## src/rtl/id3_pkg.sv

```systemverilog
// ----------------------------------------------------------------------------
// id3_pkg
// Shared types and constants for the tag header parser and unsync filter.
// ----------------------------------------------------------------------------
package id3_pkg;

   localparam int SIZE_W     = 28;
   localparam int HDR_IDX_W  = 4;
   localparam int QUEUE_CNT_W = 2;

   localparam logic [HDR_IDX_W-1:0] HDR_IDX_MARK0  = 4'd0;
   localparam logic [HDR_IDX_W-1:0] HDR_IDX_MARK1  = 4'd1;
   localparam logic [HDR_IDX_W-1:0] HDR_IDX_MARK2  = 4'd2;
   localparam logic [HDR_IDX_W-1:0] HDR_IDX_MAJOR  = 4'd3;
   localparam logic [HDR_IDX_W-1:0] HDR_IDX_REV    = 4'd4;
   localparam logic [HDR_IDX_W-1:0] HDR_IDX_FLAGS  = 4'd5;
   localparam logic [HDR_IDX_W-1:0] HDR_IDX_LAST   = 4'd9;

   localparam logic [7:0] MARK_CHAR0  = 8'h49;  // 'I'
   localparam logic [7:0] MARK_CHAR1  = 8'h44;  // 'D'
   localparam logic [7:0] MARK_CHAR2  = 8'h33;  // '3'
   localparam logic [7:0] BYTE_FF     = 8'hFF;
   localparam logic [7:0] BYTE_ZERO   = 8'h00;
   localparam logic [7:0] MAJOR_MIN   = 8'd2;
   localparam logic [7:0] MAJOR_MAX   = 8'd4;
   localparam logic [7:0] MAJOR_UNSYNC = 8'd3;
   localparam int         UNSYNC_BIT  = 7;

   localparam logic [QUEUE_CNT_W-1:0] QUEUE_DEPTH = 2'd2;

   typedef enum logic [1:0] {
      KIND_BODY   = 2'd0,
      KIND_ACCEPT = 2'd1,
      KIND_REJECT = 2'd2
   } kind_type;

   typedef struct packed {
      logic [SIZE_W-1:0] tag_size;
      logic [7:0]        tag_flags;
      logic [7:0]        revision;
      logic [7:0]        major_version;
      logic              last_of_tag;
      logic              byte_present;
      logic [7:0]        body_byte;
      kind_type          report_kind;
   } result_type;

   typedef struct packed {
      logic                   full;
      logic [QUEUE_CNT_W-1:0] count;
   } queue_status_type;

endpackage

```

## src/rtl/id3_front.sv

```systemverilog
// ----------------------------------------------------------------------------
// id3_front
// Parses header bytes, tracks the body count and unsync history, and
// classifies each accepted byte into zero or one result.
// ----------------------------------------------------------------------------
module id3_front
   import id3_pkg::*;
(
   input  logic       clock,
   input  logic       reset,
   input  logic       byte_fire,
   input  logic [7:0] data_byte,
   output logic       res_valid,
   output result_type res
);

   logic [HDR_IDX_W-1:0] header_index_ff, header_index_in;
   logic                 mark_ok_ff, mark_ok_in;
   logic [7:0]           major_ff, major_in;
   logic [7:0]           revision_ff, revision_in;
   logic [7:0]           flags_ff, flags_in;
   logic [SIZE_W-1:0]    size_accum_ff, size_accum_in;
   logic [SIZE_W-1:0]    bytes_left_ff, bytes_left_in;
   logic                 in_body_ff, in_body_in;
   logic                 strip_ff, strip_in;
   logic                 prev_ff_ff, prev_ff_in;

   logic                 drop;
   logic                 hdr_ok;
   logic [SIZE_W-1:0]    left_dec;

   always_comb begin
      header_index_in = header_index_ff;
      mark_ok_in      = mark_ok_ff;
      major_in        = major_ff;
      revision_in     = revision_ff;
      flags_in        = flags_ff;
      size_accum_in   = size_accum_ff;
      bytes_left_in   = bytes_left_ff;
      in_body_in      = in_body_ff;
      strip_in        = strip_ff;
      prev_ff_in      = prev_ff_ff;
      res_valid       = 1'b0;
      res             = '0;
      res.report_kind = KIND_BODY;
      drop            = 1'b0;
      hdr_ok          = 1'b0;
      left_dec        = bytes_left_ff - 1'b1;

      if (in_body_ff) begin
         drop               = strip_ff && prev_ff_ff && (data_byte == BYTE_ZERO);
         res_valid          = 1'b1;
         res.report_kind    = KIND_BODY;
         res.body_byte      = drop ? BYTE_ZERO : data_byte;
         res.byte_present   = !drop;
         prev_ff_in         = (data_byte == BYTE_FF);
         bytes_left_in      = left_dec;
         if (left_dec == '0) begin
            res.last_of_tag = 1'b1;
            in_body_in      = 1'b0;
            strip_in        = 1'b0;
            prev_ff_in      = 1'b0;
            header_index_in = '0;
            mark_ok_in      = 1'b1;
            major_in        = '0;
            revision_in     = '0;
            flags_in        = '0;
            size_accum_in   = '0;
         end
      end else begin
         unique case (header_index_ff)
            HDR_IDX_MARK0: if (data_byte != MARK_CHAR0) mark_ok_in = 1'b0;
            HDR_IDX_MARK1: if (data_byte != MARK_CHAR1) mark_ok_in = 1'b0;
            HDR_IDX_MARK2: if (data_byte != MARK_CHAR2) mark_ok_in = 1'b0;
            HDR_IDX_MAJOR: major_in    = data_byte;
            HDR_IDX_REV:   revision_in = data_byte;
            HDR_IDX_FLAGS: flags_in    = data_byte;
            // sync-safe size: seven bits per byte, top bit ignored
            default:       size_accum_in = {size_accum_ff[SIZE_W-8:0], data_byte[6:0]};
         endcase

         if (header_index_ff != HDR_IDX_LAST) begin
            header_index_in = header_index_ff + 1'b1;
         end else begin
            hdr_ok = mark_ok_in && (size_accum_in != '0) &&
                     (major_in >= MAJOR_MIN) && (major_in <= MAJOR_MAX);
            res_valid         = 1'b1;
            res.report_kind   = hdr_ok ? KIND_ACCEPT : KIND_REJECT;
            res.major_version = major_in;
            res.revision      = revision_in;
            res.tag_flags     = flags_in;
            res.tag_size      = size_accum_in;
            if (hdr_ok) begin
               in_body_in    = 1'b1;
               bytes_left_in = size_accum_in;
               strip_in      = (major_in == MAJOR_UNSYNC) && flags_in[UNSYNC_BIT];
               prev_ff_in    = 1'b0;
            end
            header_index_in = '0;
            mark_ok_in      = 1'b1;
            major_in        = '0;
            revision_in     = '0;
            flags_in        = '0;
            size_accum_in   = '0;
         end
      end
   end

   always_ff @(posedge clock) begin
      if (reset) begin
         header_index_ff <= '0;
         mark_ok_ff      <= 1'b1;
         major_ff        <= '0;
         revision_ff     <= '0;
         flags_ff        <= '0;
         size_accum_ff   <= '0;
         bytes_left_ff   <= '0;
         in_body_ff      <= 1'b0;
         strip_ff        <= 1'b0;
         prev_ff_ff      <= 1'b0;
      end else if (byte_fire) begin
         header_index_ff <= header_index_in;
         mark_ok_ff      <= mark_ok_in;
         major_ff        <= major_in;
         revision_ff     <= revision_in;
         flags_ff        <= flags_in;
         size_accum_ff   <= size_accum_in;
         bytes_left_ff   <= bytes_left_in;
         in_body_ff      <= in_body_in;
         strip_ff        <= strip_in;
         prev_ff_ff      <= prev_ff_in;
      end
   end

endmodule

```

## src/rtl/id3_queue.sv

```systemverilog
// ----------------------------------------------------------------------------
// id3_queue
// Two-entry result queue; the head entry drives the output channel directly.
// ----------------------------------------------------------------------------
module id3_queue
   import id3_pkg::*;
(
   input  logic             clock,
   input  logic             reset,
   input  logic             push,
   input  result_type       push_data,
   input  logic             pop,
   output logic             head_valid,
   output result_type       head_data,
   output queue_status_type status
);

   logic [QUEUE_CNT_W-1:0] count_ff, count_in;
   result_type             slot0_ff, slot0_in;
   result_type             slot1_ff, slot1_in;

   always_comb begin
      count_in = count_ff;
      slot0_in = slot0_ff;
      slot1_in = slot1_ff;
      case ({push, pop})
         2'b10: begin
            if (count_ff == '0) slot0_in = push_data;
            else                slot1_in = push_data;
            count_in = count_ff + 1'b1;
         end
         2'b01: begin
            slot0_in = slot1_ff;
            count_in = count_ff - 1'b1;
         end
         2'b11: begin
            // one in, one out: count holds
            if (count_ff == QUEUE_DEPTH) begin
               slot0_in = slot1_ff;
               slot1_in = push_data;
            end else begin
               slot0_in = push_data;
            end
         end
         default: ;
      endcase
   end

   always_ff @(posedge clock) begin
      if (reset) count_ff <= '0;
      else       count_ff <= count_in;
   end

   always_ff @(posedge clock) begin
      slot0_ff <= slot0_in;
      slot1_ff <= slot1_in;
   end

   assign head_valid   = (count_ff != '0);
   assign head_data    = slot0_ff;
   assign status.count = count_ff;
   assign status.full  = (count_ff == QUEUE_DEPTH);

endmodule

```

## src/rtl/id3v2_header_and_unsync_filter.sv

```systemverilog
// ----------------------------------------------------------------------------
// id3v2_header_and_unsync_filter
// Tag header parser and whole-tag unsynchronisation filter on byte streams.
// ----------------------------------------------------------------------------
// One tag byte is taken per cycle, back to back; req_tready stays high while
// the two-entry result queue has room, so with rsp_tready held high the block
// runs at one byte per clock. A byte's result is registered into the queue and
// is offered once it sits at the queue head. Header bytes one to nine give no
// result; the tenth gives an accept or reject report with the decoded header.
// Every body byte gives one result, with byte_present low where an unsync
// zero was removed, and tlast marks the final body byte of the tag.
module id3v2_header_and_unsync_filter
   import id3_pkg::*;
(
   input  logic        clock,
   input  logic        reset,
   input  logic        req_tvalid,
   output logic        req_tready,
   input  logic [7:0]  req_tdata,   // [7:0] data_byte
   output logic        rsp_tvalid,
   input  logic        rsp_tready,
   output logic [63:0] rsp_tdata,   // [7:0] body_byte, [15:8] major_version,
                                    // [23:16] revision, [31:24] tag_flags,
                                    // [59:32] tag_size, [63:60] zero
   output logic [2:0]  rsp_tuser,   // [1:0] report_kind, [2] byte_present
   output logic        rsp_tlast    // last_of_tag
);

   logic             byte_fire;
   logic             res_valid;
   result_type       res;
   result_type       head;
   queue_status_type q_status;
   logic             pop;

   assign req_tready = !q_status.full;
   assign byte_fire  = req_tvalid && req_tready;
   assign pop        = rsp_tvalid && rsp_tready;

   id3_front u_front (
      .clock     (clock),
      .reset     (reset),
      .byte_fire (byte_fire),
      .data_byte (req_tdata),
      .res_valid (res_valid),
      .res       (res)
   );

   id3_queue u_queue (
      .clock      (clock),
      .reset      (reset),
      .push       (byte_fire && res_valid),
      .push_data  (res),
      .pop        (pop),
      .head_valid (rsp_tvalid),
      .head_data  (head),
      .status     (q_status)
   );

   assign rsp_tdata = {4'b0000, head.tag_size, head.tag_flags, head.revision,
                       head.major_version, head.body_byte};
   assign rsp_tuser = {head.byte_present, head.report_kind};
   assign rsp_tlast = head.last_of_tag;

   // queue occupancy never exceeds its depth
   a_queue_bound: assert property (@(posedge clock) disable iff (reset)
      q_status.count <= QUEUE_DEPTH)
      else $error("result queue overflow");

   // header reports carry neither a body byte nor the end mark
   a_report_clean: assert property (@(posedge clock) disable iff (reset)
      rsp_tvalid && (rsp_tuser[1:0] != KIND_BODY) |-> !rsp_tuser[2] && !rsp_tlast)
      else $error("header report carries body marks");

   // nothing is offered right after reset
   a_reset_empty: assert property (@(posedge clock)
      $past(reset) |-> !rsp_tvalid)
      else $error("result offered after reset");

endmodule

```

## config.mk

```make
export PLATFORM = sky130hd
export DESIGN_NAME = id3v2_header_and_unsync_filter
export DESIGN_NICKNAME = d
export VERILOG_FILES = /design/src/rtl/id3_pkg.sv /design/src/rtl/id3_front.sv /design/src/rtl/id3_queue.sv /design/src/rtl/id3v2_header_and_unsync_filter.sv
export SDC_FILE = /design/constraint.sdc
export NUM_CORES = 1
export LEC_CHECK = 0
export BUFFER_PORTS_ARGS = -buffer_cell sky130_fd_sc_hd__buf_2
export CORE_MARGIN = 8
export CORE_UTILIZATION = 45
export CTS_BUF_LIST = sky130_fd_sc_hd__clkbuf_4
export CTS_CLUSTER_DIAMETER = 150
export CTS_CLUSTER_SIZE = 20
export DETAILED_ROUTE_END_ITERATION = 12
export PLACE_DENSITY_LB_ADDON = 0.12
export SYNTH_ARGS = -nofsm -noshare
export SYNTH_HDL_FRONTEND = slang
export SYNTH_HIERARCHICAL = 1
export SYNTH_SLANG_ARGS = --single-unit
```

## constraint.sdc

```tcl
create_clock -name clock -period 14.2 [get_ports clock]
set_clock_uncertainty 0.05 [all_clocks]
set_input_delay 4.26 -clock clock [delete_from_list [all_inputs] [get_ports clock]]
set_output_delay 4.26 -clock clock [all_outputs]
set_load 0.05 [all_outputs]
```

==> results of run 1 <==
-- synthesized netlist by cell type (all sizes together) (4+ instances only) --
| cell type | number | area, um2 |
|---|---|---|
| dfxtp | 90 | 1800 |
| mux2i | 49 | 503 |
| nor4b | 5 | 43.8 |
| inv | 11 | 41.3 |
| a22o | 73 | 644 |
| edfxtp | 128 | 3840 |
| o2bb2ai | 15 | 131 |
| nand4 | 13 | 81.3 |
| a31oi | 7 | 43.8 |
| a22oi | 13 | 97.6 |
| nor3b | 4 | 41.3 |
| nor2b | 4 | 27.5 |
| or2 | 5 | 31.3 |
| or3 | 7 | 43.8 |
| ha | 6 | 75.1 |
| o32ai | 4 | 35.0 |
| buf | 23 | 205 |
| nor4 | 16 | 113 |
| nand3 | 32 | 160 |
| o21ai | 58 | 290 |
| nor3 | 24 | 131 |
| a21oi | 63 | 315 |
| or4 | 7 | 52.6 |
| nor2 | 105 | 397 |
| nand2 | 75 | 282 |
| o22ai | 5 | 31.3 |
| and2 | 11 | 68.8 |
| clkbuf | 56 | 210 |
| o31ai | 8 | 60.1 |
| nand2b | 7 | 43.8 |
-- worst paths after layout --
kind,cells after the start,slack (ps),end,startpoint
setup / recovery,8,7610,u_front/bytes_left_ff[7],req_tvalid
hold / removal,2,440,u_front/revision_ff[3],u_front/revision_ff[3]
hold reg to reg,2,440,u_front/revision_ff[3],u_front/revision_ff[3]
setup reg to reg,10,10290,u_front/size_accum_ff[23],u_front/bytes_left_ff[1]
-- power by group --
group	internal (mW)	leakage, nW	switching (mW)
sequential	0.663	1.94	0.00287
clock	0.0732	0.107	0.192
combinational	0.00847	1.84	0.0264
total	0.745	3.89	0.221
-- layout by cell type (no fill, tap or decap), types with 23 or more instances in the layout --
master,Yosys,layout
edfxtp_1,128,128
clkbuf_4,0,23
a22o_1,69,69
mux2i_1,48,48
o21ai_0,58,58
a21oi_1,63,61
nor3_1,23,23
dfxtp_1,90,90
nand3_1,32,32
buf_2,5,77
nand2_1,75,75
nor2_1,104,104
-- routing by layer --
layer | vias up | routed length, um | global-route usage, % | part of all wire [%]
met4 | 0 | 664 | 5.51 | 2.4
met3 | 48 | 2100 | 3.64 | 7.7
met1 | 3726 | 13300 | 28.5 | 49
li1 | 3730 | - | - | -
met5 | - | 0 | 0 | 0
met2 | 318 | 11300 | 27.1 | 41
-- layout make-up --
class | count | share of cell area [%]
sequential | 218 | 51.4
timing repair buffer | 93 | 4.60
clock buffer | 23 | 1.57
clock inverter | 1 | 0.0342
multi-input combinational | 670 | 38.7
inverter | 12 | 0.410
antenna | 1 | 0.0228
tap | 285 | 3.25
-- through the flow --
step | worst slack (ps) | hold slack [ps]
3_5_place_dp | 6940 | 417
5_1_grt | 7280 | 468
2_1_floorplan | 5840 | 398
3_3_place_gp | 7090 | 411
6_report | 7610 | 442
4_1_cts | 7650 | 442
-- flip-flops by register name (all words and copies together) (netlist names) --
signal	cells
u_queue/count_ff	2
u_front/header_index_ff	4
u_front/strip_ff	1
u_front/prev_ff_ff	1
u_front/in_body_ff	1
u_front/mark_ok_ff	1
u_front/bytes_left_ff	28
u_front/size_accum_ff	28
u_queue/slot1_ff	64
u_front/major_ff	8
u_front/revision_ff	8
u_queue/head_data	64
u_front/flags_ff	8
-- worst max-delay path, stage by stage --
cell	delay, ps
buf_2	100
nor2b_1	580
inv_1	310
nor4_1	380
a41o_1	950
o21ai_0	210
a22oi_1	190
nor2_1	50
-- logic make-up (layout without fill, tap and decap cells) --
| group | after synthesis | count (layout) |
|---|---|---|
| DFF | 218 | 218 |
| AOI/OAI and AO/OA | 274 | 274 |
| other | 1 | 5 |
| muxes | 52 | 52 |
| xor gates and xnor gates | 5 | 5 |
| adders and majority gates | 6 | 6 |
| buffers and inverters | 91 | 129 |
| and+or+nand+nor | 329 | 329 |
==> results by group, run 1 <==
Run status
  – Status: completed

Setup path
  – Max Fanout on Critical Path: 30
  – Crit end category: flop
  – CP arrival: slightly above 7000 ps
  – CP Launch Type: primary input
  – CP Class: primary input to flop
  – WP data required: 14670 ps

STA
  – Worst slew pin tran: 1080 ps
  – F_max: 152 MHz
  – RSZ-0062 raised after global routing: false
  – Final setup TNS: 0 ps
  – Slew HR: 27.8%
  – Final Hold Vio Count: 0
  – # setup viols final: 0
  – Final count of pins violating max slew: 0
  – Tcrit/Tclk final: between 40% and 50%
  – Min Tclk post-route: roughly 6600 ps

Routing
  – Drt first pass iters: 7
  – Vias: 7822
  – DRT iter0 DRCs: 995
  – Detailed Route WL: 27400 um
  – DRT antenna net count: 0
  – WL per Instance: roughly 21 um
  – Remaining routing DRC violations: 0
  – Via density per instance: 6.00

Synthesis
  – Post-synth EDFFs: 128
  – Synth Cell Area: 10300 um2
  – Combinational family with the most area after synthesis: compound AO/OA/AOI/OAI gates
  – Mapped Cells: 976
  – Main synth FF type: edfxtp_1
  – Syn_area_per_cell: 10.6 um2
  – Adder-Cell Fraction of Synth Area: 0.729%
  – Post-synthesis register bit count: 218
  – Post-Synth XOR/XNOR Area: 0.425%
  – Area fraction in compound gates after synthesis: a little under a fifth
  – Seq/Total Area, Yosys: 54.8%
  – Mux cell area share after synthesis: 5.21%
  – Simple-gate share of the synthesized area: 15.9%
  – Synthesis Warnings: 6
  – Fraction of registers with async set/reset: 0%
  – Post-synth cell types: 73

Clocking
  – Clock transition time at the flip-flop clock pins of the worst setup and hold paths: ~200 ps
  – Clock tree sinks: roughly 220
  – CTS Buf Count: 14
  – CTS tree: yes
  – Worst skew pair latency: 660 ps
  – Post-CTS Setup Repair Bufs: 0
  – CTS-repair resized insts: 0
  – Hold_buf cts: 0
  – Clk buf depth: 3
  – H-tree depth: 1
  – CTS Root Cell: clkbuf_4

Final layout
  – Total Nets Final: 1027
  – Layout cells sized above 1: 14.4%
  – Fin cells: 1303
  – Register area: between 5000 and 6000 um2
  – Area taken by multi-input logic gates: 4250 um2
  – Post-route cell area: 11000 um2
  – Post-route core utilization: 48.6%
  – Fillers: 2131
  – Area delta synth->final: 6.61%

Floorplanning
  – Total Die Area: 28000 um2
  – Die Wd: 167 um
  – Io pins: 82
  – Num rows: 55
  – Core footprint: 22600 um2
  – Die H: 167 um
  – Initial Utilization: 45.6%

Placed design
  – Area of placed instances: 10800 um2
  – Number of port buffers: 77
  – Placed insts: about 1300
  – HPWL Detailed: between 15000 and 20000 um
  – GP Congestion: a little under 0.9

Global routing
  – First-pass GRT wire length: roughly 43000 um
  – Number of global-route vias before repair: 7254
  – Total gr overflow: 0
  – Largest net degree at the start of global routing: 65
  – Initial antenna violation count: 1
  – GRT Total Usage: 19.0%

Run
  – Maxcap violations: 0

Min path
  – Hold WC Path Type: flop to flop

Pwr
  – Power Dens Cells: just under 90 nW/um2
  – Worst vdd ir: 0.0389 mV
  – Leakage: just under 4 nW
  – Total power: 0.966 mW
Note: power is estimated with default switching activity, not from simulation.
==> run 2: changes to the inputs <==
clock period = 5.8 ns   (was 14.2 ns; I/O delays follow)
==> results by group, run 2 (synthesized netlist as in run 1, its figures left out) <==
STA
  – Final WS setup: 1800 ps (-5810 ps)
  – Slew HR: 28.2% (+0.40 points)
  – RSZ-0062 raised after global routing: false
  – # setup viols final: 0 (unchanged)
  – Final setup TNS: 0 ps (unchanged)
  – F_max: around 250 MHz
  – Final count of pins violating max slew: 0 (unchanged)
  – Min Tclk post-route: 4000 ps
  – Tcrit/Tclk final: 68.9%
  – Worst hold slack: 441 ps (-0.910 ps)
  – Final Hold Vio Count: 0 (unchanged)
  – Worst slew pin tran: 1070 ps (-8.64 ps)

Routing
  – Drt first pass iters: 6 (-1)
  – WL per Instance: 21.0 um (about the same)
  – Detailed Route WL: 27400 um (+0.24%)
  – DRT iter0 DRCs: 692 (-30%)
  – Via density per instance: 5.99 (-0.20%)
  – DRT antenna net count: 0 (unchanged)
  – Vias: 7830 (+0.10%)
  – Remaining routing DRC violations: 0 (unchanged)

Setup path
  – Critical Path Max Stage Delay: 710 ps (-240 ps)
  – Cell Chain, Critical Path: nand2_1, nor3_1, nor2_1, inv_1, and3b_1, ha_1, a21o_2, buf_4, a22o_1
  – CP Class: flop to flop
  – FF-to-FF setup slack: 1800 ps (-8490 ps)
  – CP Launch Type: flop
  – Max Fanout on Critical Path: 35 (+17%)
  – CP arrival: 4470 ps (-2590 ps)
  – Crit end category: flop
  – WP data required: 6280 ps (-8390 ps)
  – Slowest CP cell: dfxtp_1

Placed design
  – HPWL Detailed: 18500 um (+3.0%)
  – Placed insts: 1281 (+0.23%)
  – Number of port buffers: 77 (unchanged)
  – GP Congestion: 0.895 (+1.5%)
  – Area of placed instances: 10800 um2 (+0.21%)
  – Pre-CTS setup slack: 1410 ps (-5520 ps)

Clocking
  – CTS-repair resized insts: 0 (unchanged)
  – Clk buf depth: 3 (unchanged)
  – Clock transition time at the flip-flop clock pins of the worst setup and hold paths: 230 ps (+30 ps)
  – CTS tree: yes
  – Clock tree sinks: 218 (unchanged)
  – Post-CTS Setup Repair Bufs: 0 (unchanged)
  – H-tree depth: 1 (unchanged)
  – Hold_buf cts: 0 (unchanged)
  – Worst skew pair latency: 650 ps (about the same)
  – CTS Root Cell: clkbuf_4
  – CTS Buf Count: 14 (unchanged)

Floorplanning
  – Initial Utilization: 45.6% (unchanged)
  – Total Die Area: 28000 um2 (unchanged)
  – Io pins: 82 (unchanged)
  – Die Wd: 167 um (unchanged)
  – Die H: 167 um (unchanged)
  – Core footprint: 22600 um2 (unchanged)
  – Num rows: 55 (unchanged)

Pwr
  – Worst vdd ir: 0.0939 mV (+140%)
  – Flop pwr share: 69.0% (about the same)
  – Power Dens Cells: 215 nW/um2 (+140%)
  – Logic pwr share: 3.6% (about the same)
  – Cell Int Power: 1.83 mW (+150%)
  – Leakage: 3.91 nW (+0.48%)
  – Sw Share: 22.8% (-0.029 points)
  – Switching pwr: 0.540 mW (+140%)
  – Clock Power Share: 27.4% (about the same)
  – Total power: 2.37 mW (+140%)

Global routing
  – Initial antenna violation count: 3 (+2)
  – Number of global-route vias before repair: 7245 (-0.12%)
  – Largest net degree at the start of global routing: 65 (unchanged)
  – Total gr overflow: 0 (unchanged)
  – GRT Total Usage: 19.2% (+0.18 points)
  – First-pass GRT wire length: 43600 um (+0.56%)

Final layout
  – Total Nets Final: 1030 (+0.29%)
  – Fillers: 2111 (-0.94%)
  – Post-route cell area: 11000 um2 (+0.23%)
  – Fin cells: 1307 (+0.31%)
  – Layout cells sized above 1: 14.7% (+0.35 points)
  – Area delta synth->final: 6.85%
  – Post-route core utilization: 48.8% (+0.11 points)
  – Commonest non-fill, non-tap cell in the layout: edfxtp_1
  – Most frequent cells in the layout: 128 x edfxtp_1, 104 x nor2_1, 90 x dfxtp_1

Run
  – Maxcap violations: 0 (unchanged)

Min path
  – Hold WC Path Type: flop to flop

Run status
  – Status: completed
run 2: cell types whose count changed in the layout (fill, tap and decap cells not counted), sizes merged:
cell,previous run,this run
buf,93,96
clkinv,2,1
inv,11,12
diode,1,2
run 2: final cells by class:
cell class	instances	area (um2)	share of cell area, %
inverter	12	45.0	0.409
clock inverter	1	3.75	0.0341
sequential	218	5650	51.3
antenna	2	5.00	0.0455
timing repair buffer	96	528	4.80
multi-input combinational	670	4250	38.6
clock buffer	23	173	1.57
tap	285	357	3.24
run 2: path summary, 6_finish.rpt:
check	startpoint	endpoint	depth (start not counted)
setup / recovery	u_front/header_index_ff[3]	u_queue/head_data[44]	9
hold reg to reg	u_front/revision_ff[6]	u_front/revision_ff[6]	2
hold / removal	u_front/revision_ff[6]	u_front/revision_ff[6]	2
setup reg to reg	u_front/header_index_ff[3]	u_queue/head_data[44]	9
run 2: worst max-delay path: cells and delay by family (launching register included):
family | cells | cell delay, ps
AND/OR/NAND/NOR | 4 | 1230
AO/OA/AOI/OAI | 2 | 870
buffers and inverters | 2 | 730
flip-flops | 1 | 710
adder cells (fa/ha/maj) | 1 | 290
run 2: power by group through the flow:
stage | Clock [mW] | Sequential (mW) | Combinational (mW)
6_report | 0.648 | 1.63 | 0.0857
5_1_grt | 0.726 | 1.63 | 0.0922
4_1_cts | 0.676 | 1.63 | 0.0847
3_5_place_dp | 0 | 1.66 | 0.0849
3_3_place_gp | 0 | 1.66 | 0.0835
2_1_floorplan | 0 | 1.66 | 0.0610
run 2: metal layers:
metal  routed length (um)  track usage [%]  share of wire [%]
met1                13600             29.3                 49
met2                11500             27.3                 42
met3                 1920             3.53                7.0
met4                  458             4.46                1.7
met5                    8                0              0.029
